[src/hw/rtl/dlpd_pkg.sv]
`timescale 1ns / 1ps
// ----------------------------------------------------------------------------
// dlpd_pkg: shared types and constants of the decimal length-prefixed deframer
// Phase codes, field widths and the result beat layout.
// ----------------------------------------------------------------------------
package dlpd_pkg;

  localparam int unsigned ByteW       = 8;
  localparam int unsigned LenW        = 28;
  localparam int unsigned DigitCntW   = 3;
  // Header digits per frame, 1 to 8 (digit counter wraps at 8).
  localparam int unsigned HeaderDigits = 8;

  typedef enum logic [1:0] {
    PH_HEADER = 2'd0,
    PH_BODY   = 2'd1,
    PH_DISC   = 2'd2
  } phase_e;

  typedef struct packed {
    logic [ByteW-1:0] body_byte;
    logic [LenW-1:0]  body_length;
    logic             first_of_frame;
    logic             last_of_frame;
    logic             empty_frame;
    logic             disconnected;
  } result_t;

endpackage

[src/hw/rtl/decimal_length_prefixed_deframer.sv]
`timescale 1ns / 1ps
// ----------------------------------------------------------------------------
// decimal_length_prefixed_deframer: ASCII decimal length-prefixed deframer
// Strips an eight-digit length header and passes the body out byte by byte.
// ----------------------------------------------------------------------------
// A result beat is registered: it enters the result register, or the skid
// entry while a held result waits in the result register.
// Throughput: one input beat per cycle while in_stall_o is low; the header/body
// update is a single registered pass (multiply-by-ten as two shifts and an add).
// A two-entry output stage (result register plus skid) keeps input flowing
// while a result waits; in_stall_o is high only when the skid entry is full.
// Reset (rst_ni, async, active low): header phase, counters cleared, outputs
// empty.
module decimal_length_prefixed_deframer (
  input  logic                       clk_i,
  input  logic                       rst_ni,
  // input channel
  input  logic                       in_valid_i,
  output logic                       in_stall_o,
  input  logic [dlpd_pkg::ByteW-1:0] data_byte_i,
  input  logic                       link_error_i,
  // output channel
  output logic                       out_valid_o,
  input  logic                       out_stall_i,
  output logic [dlpd_pkg::ByteW-1:0] body_byte_o,
  output logic [dlpd_pkg::LenW-1:0]  body_length_o,
  output logic                       first_of_frame_o,
  output logic                       last_of_frame_o,
  output logic                       empty_frame_o,
  output logic                       disconnected_o
);

  localparam logic [dlpd_pkg::DigitCntW-1:0] LastDigit =
    dlpd_pkg::DigitCntW'(dlpd_pkg::HeaderDigits - 1);

  // Frame state
  dlpd_pkg::phase_e                   phase_q, phase_d;
  logic [dlpd_pkg::DigitCntW-1:0]     digit_cnt_q, digit_cnt_d;
  logic [dlpd_pkg::LenW-1:0]          len_acc_q, len_acc_d;
  logic [dlpd_pkg::LenW-1:0]          remain_q, remain_d;
  logic [dlpd_pkg::LenW-1:0]          frame_len_q, frame_len_d;
  logic                               at_start_q, at_start_d;

  // Output stage: result register and skid entry
  dlpd_pkg::result_t                  out_q, out_d, skid_q, skid_d;
  logic                               out_valid_q, out_valid_d;
  logic                               skid_valid_q, skid_valid_d;

  dlpd_pkg::result_t                  res;
  logic                               res_valid;
  logic                               accept, pop;
  logic [dlpd_pkg::LenW-1:0]          acc_next;

  // Stall depends on registered state only, never on in_valid_i.
  assign in_stall_o = skid_valid_q;
  assign accept     = in_valid_i && !in_stall_o;
  assign pop        = out_valid_q && !out_stall_i;

  // acc * 10 + low nibble, truncated to the length width
  assign acc_next = (len_acc_q << 3) + (len_acc_q << 1)
                  + dlpd_pkg::LenW'(data_byte_i[3:0]);

  // --------------------------------------------------------------------------
  // Per-beat frame logic
  // --------------------------------------------------------------------------
  always_comb begin
    phase_d     = phase_q;
    digit_cnt_d = digit_cnt_q;
    len_acc_d   = len_acc_q;
    remain_d    = remain_q;
    frame_len_d = frame_len_q;
    at_start_d  = at_start_q;
    res         = '0;
    res_valid   = 1'b0;

    if (accept && phase_q != dlpd_pkg::PH_DISC) begin
      if (link_error_i) begin
        // drop any partial frame, report once, then go deaf until reset
        phase_d            = dlpd_pkg::PH_DISC;
        res.disconnected   = 1'b1;
        res_valid          = 1'b1;
      end else begin
        case (phase_q)
          dlpd_pkg::PH_BODY: begin
            res.body_byte      = data_byte_i;
            res.body_length    = frame_len_q;
            res.first_of_frame = at_start_q;
            res.last_of_frame  = (remain_q <= dlpd_pkg::LenW'(1));
            res_valid          = 1'b1;
            at_start_d         = 1'b0;
            if (res.last_of_frame) begin
              remain_d    = '0;
              phase_d     = dlpd_pkg::PH_HEADER;
              digit_cnt_d = '0;
              len_acc_d   = '0;
            end else begin
              remain_d = remain_q - dlpd_pkg::LenW'(1);
            end
          end
          default: begin
            // header phase; the unused code behaves the same
            phase_d     = dlpd_pkg::PH_HEADER;
            len_acc_d   = acc_next;
            digit_cnt_d = digit_cnt_q + dlpd_pkg::DigitCntW'(1);
            if (digit_cnt_q == LastDigit) begin
              digit_cnt_d = '0;
              len_acc_d   = '0;
              frame_len_d = acc_next;
              at_start_d  = 1'b1;
              remain_d    = acc_next;
              if (acc_next == '0) begin
                res.last_of_frame = 1'b1;
                res.empty_frame   = 1'b1;
                res_valid         = 1'b1;
              end else begin
                phase_d = dlpd_pkg::PH_BODY;
              end
            end
          end
        endcase
      end
    end
  end

  // --------------------------------------------------------------------------
  // Output register with skid entry
  // --------------------------------------------------------------------------
  always_comb begin
    out_d        = out_q;
    out_valid_d  = out_valid_q;
    skid_d       = skid_q;
    skid_valid_d = skid_valid_q;
    if (skid_valid_q) begin
      // input is stalled here, so only drain
      if (pop) begin
        out_d        = skid_q;
        out_valid_d  = 1'b1;
        skid_valid_d = 1'b0;
      end
    end else if (!out_valid_q || pop) begin
      out_d       = res;
      out_valid_d = res_valid;
    end else if (res_valid) begin
      skid_d       = res;
      skid_valid_d = 1'b1;
    end
  end

  always_ff @(posedge clk_i or negedge rst_ni) begin
    if (!rst_ni) begin
      phase_q      <= dlpd_pkg::PH_HEADER;
      digit_cnt_q  <= '0;
      len_acc_q    <= '0;
      remain_q     <= '0;
      frame_len_q  <= '0;
      at_start_q   <= 1'b1;
      out_valid_q  <= 1'b0;
      skid_valid_q <= 1'b0;
    end else begin
      phase_q      <= phase_d;
      digit_cnt_q  <= digit_cnt_d;
      len_acc_q    <= len_acc_d;
      remain_q     <= remain_d;
      frame_len_q  <= frame_len_d;
      at_start_q   <= at_start_d;
      out_valid_q  <= out_valid_d;
      skid_valid_q <= skid_valid_d;
    end
  end

  // payload registers, no reset needed
  always_ff @(posedge clk_i) begin
    out_q  <= out_d;
    skid_q <= skid_d;
  end

  assign out_valid_o      = out_valid_q;
  assign body_byte_o      = out_q.body_byte;
  assign body_length_o    = out_q.body_length;
  assign first_of_frame_o = out_q.first_of_frame;
  assign last_of_frame_o  = out_q.last_of_frame;
  assign empty_frame_o    = out_q.empty_frame;
  assign disconnected_o   = out_q.disconnected;

`ifndef SYNTH
  // skid entry is only ever filled behind a held result
  a_skid_behind_out: assert property (@(posedge clk_i) disable iff (!rst_ni)
    skid_valid_q |-> out_valid_q)
    else $error("skid entry valid without result register");

  // disconnect is sticky until reset
  a_disc_sticky: assert property (@(posedge clk_i) disable iff (!rst_ni)
    phase_q == dlpd_pkg::PH_DISC |=> phase_q == dlpd_pkg::PH_DISC)
    else $error("left disconnected phase");

  // body phase always has bytes left to come
  a_body_remain: assert property (@(posedge clk_i) disable iff (!rst_ni)
    phase_q == dlpd_pkg::PH_BODY |-> remain_q != '0)
    else $error("body phase with no bytes remaining");

  // an accepted error beat outside disconnect, with the result register empty, yields a disconnect beat next
  a_disc_report: assert property (@(posedge clk_i) disable iff (!rst_ni)
    accept && link_error_i && phase_q != dlpd_pkg::PH_DISC && !out_valid_q
    |=> out_valid_o && disconnected_o)
    else $error("link error not reported");
`endif

endmodule
[config.mk]
export PLATFORM = sky130hd
export DESIGN_NAME = decimal_length_prefixed_deframer
export DESIGN_NICKNAME = d
export VERILOG_FILES = /design/src/hw/rtl/dlpd_pkg.sv /design/src/hw/rtl/decimal_length_prefixed_deframer.sv
export SDC_FILE = /design/constraint.sdc
export NUM_CORES = 1
export LEC_CHECK = 0
export ABC_CLOCK_PERIOD_IN_PS = 5150
export CAP_MARGIN = 20
export CORE_MARGIN = 3
export CORE_UTILIZATION = 40
export DETAILED_ROUTE_END_ITERATION = 10
export DONT_BUFFER_PORTS = 1
export PLACE_DENSITY = 0.6
export SLEW_MARGIN = 20
export SYNTH_ARGS = -nofsm -noshare
export SYNTH_HDL_FRONTEND = slang
export SYNTH_SLANG_ARGS = --single-unit
[constraint.sdc]
create_clock -name clk_i -period 5.15 [get_ports clk_i]
set_input_delay 0.7725 -clock clk_i [delete_from_list [all_inputs] [get_ports clk_i]]
set_output_delay 0.7725 -clock clk_i [all_outputs]
set_load 0.01 [all_outputs]
==> summary.md, run 1 <==
| Metric | Value |
|---|---|
| CP endpoint kind | register |
| Sequential area share after synthesis | 51.3% |
| Via count | 6704 |
| Period utilization | 87.1% |
| Reg power frac | 52.2% |
| Die Y-Extent | 157 µm |
| RSZ-0062 raised after global routing | no |
| Seq cells post-synth | 171 |
| Final Critical Period | 4.48 ns |
| Worst R2R End | skid_q[19] |
| Num CTS Buffers | 17 |
| Pre-CTS setup slack | 0.236 ns |
| Post-route worst setup slack | 0.666 ns |
| Status | completed |
| Max rail drop VDD | 0.207 mV |
| Pin count of the biggest net entering global routing | 92 |
| RePlAce Congestion | 0.909 |
| M3 GR Usage | 3.41% |
| Initial drt markers | 477 |
| Post-DRT Antenna Nets | 0 |
| Port bufs | 0 |
| Ys async rst share | 53.2% |
| Global routing's busiest layer | met1 |
| Drt first pass iters | 5 |
| Fillers | 2061 |
| Fmax | 0.223 GHz |
| Switch share | 23.5% |
| Psw | 0.640 mW |
| Worst r2r src | len_acc_q[2] |
| I/O pin count | 55 |
| Nets | 936 |
| Row count | 54 |
| Setup bufs post-CTS | 0 |
| Post-synthesis cell area | 9130 µm² |
| CTS Buffer Depth | 2 |
| CP startpoint kind | register |
| Root Buffer | clkbuf_16 |
| Combinational power share | 0.3% |
| Synth cell types | 80 |
| DRT Wirelength | 22500 µm |
| Die width | 157 µm |
| Final Max Slew Viols | 0 |
| Multi-input combinational cell area | 4200 µm² |
| Post-Syn Area per Cell | 10.4 µm² |
| Tightest Pin Transition | 1.10 ns |
| Max Cap Violations | 0 |
| Synth warnings | 0 |
| Total track usage | 18.9% |
| Synth area leaders | edfxtp_1 26%, dfrtp_1 25%, ha_1 7.4%, nand2_1 4.9%, o21ai_0 4.7% |
| Effective utilization at floorplan | 41.3% |
| Synth area leader | edfxtp_1 |
| Ys flop type | dfrtp_1 |
| Crit Path Class | reg2reg |
| Internal power | 2.08 mW |
| Hold-fix buffers at CTS | 0 |
| First-pass GRT wire length | 36600 µm |
| Vias in the first global route | 6557 |
| Worst path required time | 5.27 ns |
| Met2 usage | 28.1% |
| Hold crit path type | in2async |
| Final hold violations | 0 |
| Post-synth EDFFs | 80 |
| Register area | 4680 µm² |
| Post-synthesis net count | 945 |
| Grt met1 use | 28.2% |
| Diode count | 0 |
| Layout cells sized above 1 | 9.77% |
| Crit-path max FO | 40 |
| Final setup vio count | 0 |
| Max-slew headroom | 26.7% |
| DRC violations left | 0 |
| Post-CTS Resized | 0 |
| Die area | 24700 µm² |
| Reg2reg setup slack | 0.67 ns |
| Synthesis-to-layout area growth | 10.3% |
| Cell area power density | 270 nW/µm² |
| Cell Chain, Critical Path | inv_1 -> fa_1 -> inv_1 -> fa_1 -> a21o_2 -> a221o_1 -> a221oi_4 -> o311a_4 -> xor2_2 -> nand3_2 -> nor4_4 -> nand4_1 -> a31oi_4 -> buf_12 |
| Setup TNS | 0 ns |
| Synth cell count leaders | 118 x nand2_1, 90 x dfrtp_1, 86 x o21ai_0, 80 x edfxtp_1, 56 x a21oi_1 |
| CTS Sinks | 171 |
| Core area | 22100 µm² |
| Skew-Pair Late Insertion Delay | 0.44 ns |
| Vias per std cell | 5.78 |
| CTS H-tree lvls | 4 |
| Leak Pwr | 4.78 nW |
| Clk pin slew, worst setup/hold paths | 0.08 ns |
| Arr. time, crit path | 4.61 ns |
| Tot Pwr | 2.72 mW |
| Slowest cell on the critical path | fa_1 |
| WL/cell | 19.4 µm |
| Largest stage delay, worst path | 0.47 ns |
| Layout Skew | 0.0143 ns |
| Post-DP HPWL | 16200 µm |
| Reg2Reg Depth | 14 |
| Post-Syn Instances | 876 |
| TritonCTS clock tree | done |
| Clock power frac | 47.5% |
| Top-count cell post-synth | nand2_1 |
| Post-synth top area share | 26.3% |
| Initial antenna violation count | 0 |
| Gr ovfl total | 0 |
==> kinds of logic (layout without fill, tap and decap cells) <==
logic type | Yosys count | in the layout | synth area share (%)
adders and majority gates | 56 | 56 | 7.84
and+or+nand+nor | 278 | 278 | 15.0
AOI/OAI and AO/OA | 283 | 283 | 20.5
buffers and inverters | 67 | 71 | 3.13
DFF | 171 | 171 | 51.3
xor gates and xnor gates | 18 | 18 | 1.89
muxes | 3 | 3 | 0.356
==> registers in the layout, summed over array words and instances (netlist names), 2 cells and up <==
name and count:
phase_q 2, body_length_o 28, remain_q 28, frame_len_q 28, body_byte_o 8, digit_cnt_q 3
len_acc_q 27, skid_q 40
==> how the worst max path moves through the flow <==
stage	from	end	slack, ns	depth (start not counted)
2_1_floorplan	data_byte_i[3]	skid_q[0]	0.27	13
3_3_place_gp	data_byte_i[3]	skid_q[25]	0.32	14
3_5_place_dp	data_byte_i[3]	skid_q[25]	0.24	14
4_1_cts	len_acc_q[0]	skid_q[19]	0.66	14
5_1_grt	len_acc_q[2]	skid_q[19]	0.38	14
6_report	len_acc_q[2]	skid_q[19]	0.67	14
==> critical path, delay by kind of cell (launching register included) <==
family	cells	cell delay [ns]
buf+inv	3	0.38
compound gates	5	1.55
flops	1	0.39
fa+ha+maj	2	0.86
xor+xnor	1	0.23
simple gates	3	0.72
==> cell type report <==
type	instances	share of cell area (%)
clock inverters	15	1.74
inverters	18	0.671
multi-input cells	638	41.7
well taps	280	3.48
repair buffers	21	1.69
clock buffers	17	4.23
flip-flops and latches	171	46.5
==> power by group through the flow <==
stage | registers (mW) | logic (mW) | clock network, mW
after floorplan | 1.45 | 0.00567 | 0
after global placement | 1.45 | 0.00793 | 0
after detailed placement | 1.45 | 0.00788 | 0
after CTS | 1.42 | 0.00795 | 1.31
after global routing | 1.42 | 0.00898 | 1.37
final | 1.42 | 0.00782 | 1.29
==> stage by stage <==
| step | instance area, µm² | std cells | util [%] | hold slack (ns) |
|---|---|---|---|---|
| detailed placement | 9460 | 1128 | 42.8 | 0.453 |
| finish | 10100 | 1160 | 45.6 | 0.0229 |
| floorplan | 9140 | 876 | - | 0.436 |
| global route | 10100 | 1160 | 45.6 | 0.00295 |
| CTS | 10100 | 1160 | 45.6 | 0.00978 |
| global placement | 9460 | 1128 | 42.8 | 0.449 |
==> placed cells by master (no fill, tap or decap), drive strengths merged, types with 7 or more instances in the layout <==
master  instances
dfrtp          90
nor2           42
nor4           11
inv            24
edfxtp         80
nand3          13
o21ai          94
nand2         119
a22oi          10
and3           41
ha             54
xor2           12
a22o           22
buf            21
clkbuf         17
a21oi          56
a21o           46
and2            7
nor3           18
==> routing by layer <==
metal | vias up | wire, µm
li1 | 3246 | -
met2 | 182 | 9950
met3 | 31 | 983
met1 | 3245 | 11200
met4 | 0 | 397
met5 | - | 0
Note: power is estimated with default switching activity, not from simulation.
==> run 2: changes to the inputs <==
Settings changed: PLACE_DENSITY 0.6 to unset, PLACE_DENSITY_LB_ADDON set to 0.2.
==> run 2 against run 1 <==
Compared with the run above: routed wire length increased by 0.61%; register-to-register slack better by 0.06 ns; clock power hardly changed; die area is the same; clock skew rose by 0.0023 ns; core utilization up 0.12 points; total power increased by 0.73%; sequential cell count unchanged; sequential power barely moved; first-iteration DRC count increased by 2.9%; fmax grew 1.3%; non-clock buffer count increased by 1; critical endpoint is now skid_q[38].
==> summary.md, run 2 (synthesized netlist as in run 1, its figures left out) <==
| Metric | Value |
|---|---|
| Hold slack | 0.0322 ns |
| Fmax | 0.226 GHz |
| Final setup vio count | 0 |
| Pre-CTS setup slack | 0.256 ns |
| TritonCTS clock tree | done |
| Crit Path Class | reg2reg |
| DRC violations left | 0 |
| Arr. time, crit path | 4.56 ns |
| Final core occ | 45.7% |
| Die area | 24700 µm² |
| I/O pin count | 55 |
| Row count | 54 |
| Synthesis-to-layout area growth | 10.6% |
| CTS Buffer Depth | 2 |
| Hold crit path type | in2async |
| Diode count | 0 |
| Skew-Pair Late Insertion Delay | 0.44 ns |
| Period utilization | 85.9% |
| Tightest Pin Transition | 1.05 ns |
| Final hold violations | 0 |
| Finished Layout Cells | 1161 |
| Vias per std cell | 5.77 |
| Cell Chain, Critical Path | inv_1 -> fa_1 -> inv_1 -> fa_1 -> a21o_2 -> a221o_1 -> a221oi_4 -> o311a_4 -> xor2_2 -> nand3_2 -> nor4_4 -> nand4_1 -> a31oi_4 -> buf_4 |
| Post-DRT Antenna Nets | 0 |
| Cell area power density | 271 nW/µm² |
| Num CTS Buffers | 17 |
| Vias in the first global route | 6470 |
| Initial antenna violation count | 0 |
| CTS H-tree lvls | 4 |
| Hold-fix buffers at CTS | 0 |
| Setup TNS | 0 ns |
| Total track usage | 18.7% |
| Tot Pwr | 2.74 mW |
| CP delay by family, top | compound AO/OA/AOI/OAI gates |
| DRT Wirelength | 22600 µm |
| Worst path bufs/invs | 3 |
| CP endpoint kind | register |
| Core area | 22100 µm² |
| Largest stage delay, worst path | 0.47 ns |
| Clk pin slew, worst setup/hold paths | 0.07 ns |
| Gr ovfl total | 0 |
| Pin count of the biggest net entering global routing | 92 |
| Post-route worst setup slack | 0.724 ns |
| Max rail drop VDD | 0.194 mV |
| Status | completed |
| Port bufs | 0 |
| Post-DP HPWL | 16400 µm |
| Max FFs per register | 40 |
| Nets | 937 |
| Final Cell Area | 10100 µm² |
| Leak Pwr | 4.80 nW |
| Die width | 157 µm |
| Commonest cells after routing, fill and taps aside | 118 x nand2_1, 90 x dfrtp_1, 85 x o21ai_0, 80 x edfxtp_1, 56 x a21oi_1 |
| Final Max Slew Viols | 0 |
| Post-DP Area | 9480 µm² |
| First-pass GRT wire length | 36300 µm |
| Initial drt markers | 491 |
| Layout cells sized above 1 | 9.99% |
| Effective utilization at floorplan | 41.3% |
| Via count | 6695 |
| Drt first pass iters | 5 |
| Slowest cell on the critical path | fa_1 |
| Root Buffer | clkbuf_16 |
| Final Critical Period | 4.43 ns |
| WL/cell | 19.5 µm |
| Max Cap Violations | 0 |
| CTS Sinks | 171 |
| Crit-path max FO | 11 |
| Setup bufs post-CTS | 0 |
| RePlAce Congestion | 0.910 |
| CP startpoint kind | register |
| Max-slew headroom | 29.7% |
| Largest Register | skid_q |
| RSZ-0062 raised after global routing | no |
| Worst path required time | 5.28 ns |
| Dpl cells | 1129 |
| Layout Skew | 0.0165 ns |
| Die Y-Extent | 157 µm |
| Post-CTS Resized | 0 |
| Commonest non-fill, non-tap cell in the layout | nand2_1 |
[run 2: changes by cell type in the layout (fill, tap and decap cells not counted), sizes merged]
cell and delta:
clkinvlp -2, clkinv +2, buf +1
[run 2: report_power, final]
| part | total [mW] | leakage (nW) | internal [mW] | switching [mW] |
|---|---|---|---|---|
| combinational | 0.00785 | 2.50 | 0.00301 | 0.00483 |
| sequential | 1.42 | 2.01 | 1.42 | 0 |
| clock | 1.31 | 0.294 | 0.664 | 0.647 |
[run 2: per-layer routing]
metal	routed length [µm]	vias up	global-route usage (%)
li1	-	3247	-
met1	11600	3255	28.4
met2	9980	176	28.2
met3	904	17	2.97
met4	201	0	4.09
met5	0	-	0
[run 2: area by class of cell]
cell class                      count  area [µm²]
Fill cell                        2043       12000
Sequential cell                   171        4680
Multi-Input combinational cell    638        4200
Clock buffer                       17         425
Tap cell                          280         350
Clock inverter                     15         190
Timing Repair Buffer               22         178
Inverter                           18        67.6
[run 2: worst paths after layout]
check | start | endpoint | slack, ns | cells after the start
max reg2reg | len_acc_q[2] | skid_q[38] | 0.72 | 14
max in group asynchronous | rst_ni | at_start_q | 4.91 | 0
min reg2reg | at_start_q | at_start_q | 0.46 | 2
min in group clk_i | at_start_q | at_start_q | 0.46 | 2
min | rst_ni | remain_q[2] | 0.03 | 0
max | len_acc_q[2] | skid_q[38] | 0.72 | 14
==> run 3: changes to the inputs <==
Settings changed: ABC_AREA set to 1, REMOVE_ABC_BUFFERS set to 1.
==> run 3 against run 2 <==
Compared with the run above: sequential power about the same; routed wire length increased by 7.9%; sequential share of layout area shrank 3.1 points; area after synthesis increased by 8.8%; cell count rose by 33%; clock-buffer cell count is the same; highest routed layer unchanged.
==> summary.md, run 3 <==
| Metric | Value |
|---|---|
| TritonCTS clock tree | done |
| Port bufs | 0 |
| Post-synthesis cell area | 9930 µm² |
| Synth area leaders | edfxtp_1 24%, dfrtp_1 23%, nand2_1 13%, ha_1 6.8%, inv_1 5.6% |
| Ys flop type | dfrtp_1 |
| Post-CTS Resized | 0 |
| Combinational family with the most area after synthesis | simple AND/OR/NAND/NOR gates |
| CP startpoint kind | register |
| CP endpoint kind | register |
| Die Y-Extent | 164 µm |
| Synth Area in Adders | 7.21% |
| Met2 WL post-DR | 10700 µm |
| Status | completed |
| Clk pin slew, worst setup/hold paths | 0.07 ns |
| Final Critical Period | 3.80 ns |
| Root Buffer | clkbuf_16 |
| M1 WL | 12000 µm |
| Crit-path max FO | 26 |
| RSZ-0062 raised after global routing | no |
| Synth cell count leaders | 344 x nand2_1, 147 x inv_1, 107 x nor2_1, 91 x o21ai_0, 90 x dfrtp_1 |
| Diode count | 0 |
| WL/cell | 15.8 µm |
| Seq cells post-synth | 171 |
| Drt first pass iters | 7 |
| Fmax | 0.263 GHz |
| Hold-fix buffers at CTS | 0 |
| Max rail drop VDD | 0.237 mV |
| Leak Pwr | 5.21 nW |
| Multiplexer share of the synthesized area | 0.113% |
| CTS Buffer Depth | 2 |
| Nets | 1276 |
| Max FFs per register | 40 |
| Simple-gate share of the synthesized area | 26.1% |
| Final core occ | 44.3% |
| Top Metal Used | met4 |
| Final setup vio count | 0 |
| Finished Layout Cells | 1544 |
| Tightest Pin Transition | 0.960 ns |
| Final hold violations | 0 |
| Met3 wire length | 1330 µm |
| Post-synth EDFFs | 80 |
| Max-slew headroom | 35.9% |
| Die width | 164 µm |
| Worst r2r src | len_acc_q[1] |
| Skew-Pair Late Insertion Delay | 0.44 ns |
| Cell Chain, Critical Path | ha_1 -> ha_1 -> fa_1 -> nand2_1 -> nor2_1 -> nand2_1 -> nand3_1 -> nand3_1 -> nand4_1 -> nand2_1 -> nand2_1 -> nor2_1 -> nand4_1 -> nand2_1 -> nand2_2 -> a21oi_4 -> buf_4 |
| Post-synth top area share | 24.2% |
| Cell area power density | 261 nW/µm² |
| First-pass GRT wire length | 40100 µm |
| Dpl cells | 1512 |
| Period utilization | 73.7% |
| Post-route worst setup slack | 1.35 ns |
| Worst path required time | 5.25 ns |
| Setup TNS | 0 ns |
| Tot Pwr | 2.83 mW |
| Largest stage delay, worst path | 0.49 ns |
| Gr ovfl total | 0 |
| Via count | 7878 |
| Synth cell types | 51 |
| Post-Syn Instances | 1215 |
| DRC violations left | 0 |
| CTS H-tree lvls | 4 |
| CTS Sinks | 171 |
| Pin count of the biggest net entering global routing | 92 |
| Initial antenna violation count | 0 |
| Post-DP Area | 10200 µm² |
| Crit Path Class | reg2reg |
| Crit path from | len_acc_q[1] |
| Post-synthesis compound-gate area fraction | 10.2% |
| Row count | 57 |
| Initial drt markers | 601 |
| Slowest cell on the critical path | fa_1 |
| Final Max Slew Viols | 0 |
| Synth area leader | edfxtp_1 |
| Synth warnings | 0 |
| Core area | 24400 µm² |
| Sequential area share after synthesis | 47.1% |
| Setup bufs post-CTS | 0 |
| Max Cap Violations | 0 |
| Post-Synth XOR/XNOR Area | 1.59% |
| Arr. time, crit path | 3.90 ns |
| Largest Register | skid_q |
| Vias per std cell | 5.10 |
| Pre-CTS setup slack | 1.04 ns |
| Commonest cells after routing, fill and taps aside | 344 x nand2_1, 146 x inv_1, 107 x nor2_1, 91 x o21ai_0, 90 x dfrtp_1 |
| Commonest non-fill, non-tap cell in the layout | nand2_1 |
| Final Cell Area | 10800 µm² |
| Effective utilization at floorplan | 40.7% |
| Vias in the first global route | 7523 |
| Post-Syn Area per Cell | 8.17 µm² |
| CP delay by family, top | simple AND/OR/NAND/NOR gates |
| Post-DRT Antenna Nets | 0 |
| Most used cell, CP | nand2_1 |
| Num CTS Buffers | 17 |
| I/O pin count | 55 |
| Synthesis-to-layout area growth | 8.88% |
| Ys async rst share | 53.2% |
| Post-DP HPWL | 17700 µm |
| Die area | 26800 µm² |
| Hold slack | 0.0270 ns |
| Layout Skew | 0.0159 ns |
| Top-count cell post-synth | nand2_1 |
| Layout cells sized above 1 | 6.97% |
| Worst path bufs/invs | 1 |
| RePlAce Congestion | 0.913 |
| Total track usage | 19.1% |
| DRT Wirelength | 24400 µm |
| Hold crit path type | in2async |
-- run 3: cell count changes after synthesis, moves of 11 or more --
| cell | change |
|---|---|
| nor2_1 | +65 |
| nor2_2 | +11 |
| a22o_1 | -21 |
| a31oi_1 | +12 |
| inv_1 | +129 |
| nand3_1 | +56 |
| and3_1 | -38 |
| clkbuf_1 | -20 |
| a21o_1 | -35 |
| a21oi_1 | -29 |
| nand2_1 | +226 |
-- run 3: cell families (layout without fill, tap and decap cells) --
group,after synthesis,in the layout
and+or+nand+nor,598,598
muxes,1,1
xor gates and xnor gates,18,18
adders and majority gates,56,56
buffers and inverters,190,195
AOI/OAI and AO/OA,181,181
DFF,171,171
-- run 3: area by class of cell --
type                    instances  area [µm²]
clock buffers                  17         425
inverters                     153         574
well taps                     324         405
multi-input cells             854        4500
clock inverters                15         153
fillers                      2440       13600
flip-flops and latches        171        4680
repair buffers                 10        75.1
-- run 3: where the power goes --
group	switching, mW	internal [mW]
combinational	0.0850	0.0349
clock	0.629	0.647
sequential	0.00551	1.42
total	0.720	2.11
-- run 3: final timing paths --
kind / end / slack (ns) / cells after the start
max: skid_q[37] / 1.35 / 17
min: digit_cnt_q[1] / 0.03 / 0
max reg2reg: skid_q[37] / 1.35 / 17
min reg2reg: digit_cnt_q[0] / 0.48 / 1
max in group asynchronous: at_start_q / 4.88 / 0
min in group clk_i: digit_cnt_q[0] / 0.48 / 1
-- run 3: routing by layer --
| metal | GRT usage, % | vias up |
|---|---|---|
| met5 | 0 | - |
| met4 | 5.61 | 0 |
| met3 | 3.25 | 27 |
| met2 | 29.6 | 201 |
| met1 | 27.6 | 3676 |
| li1 | - | 3974 |
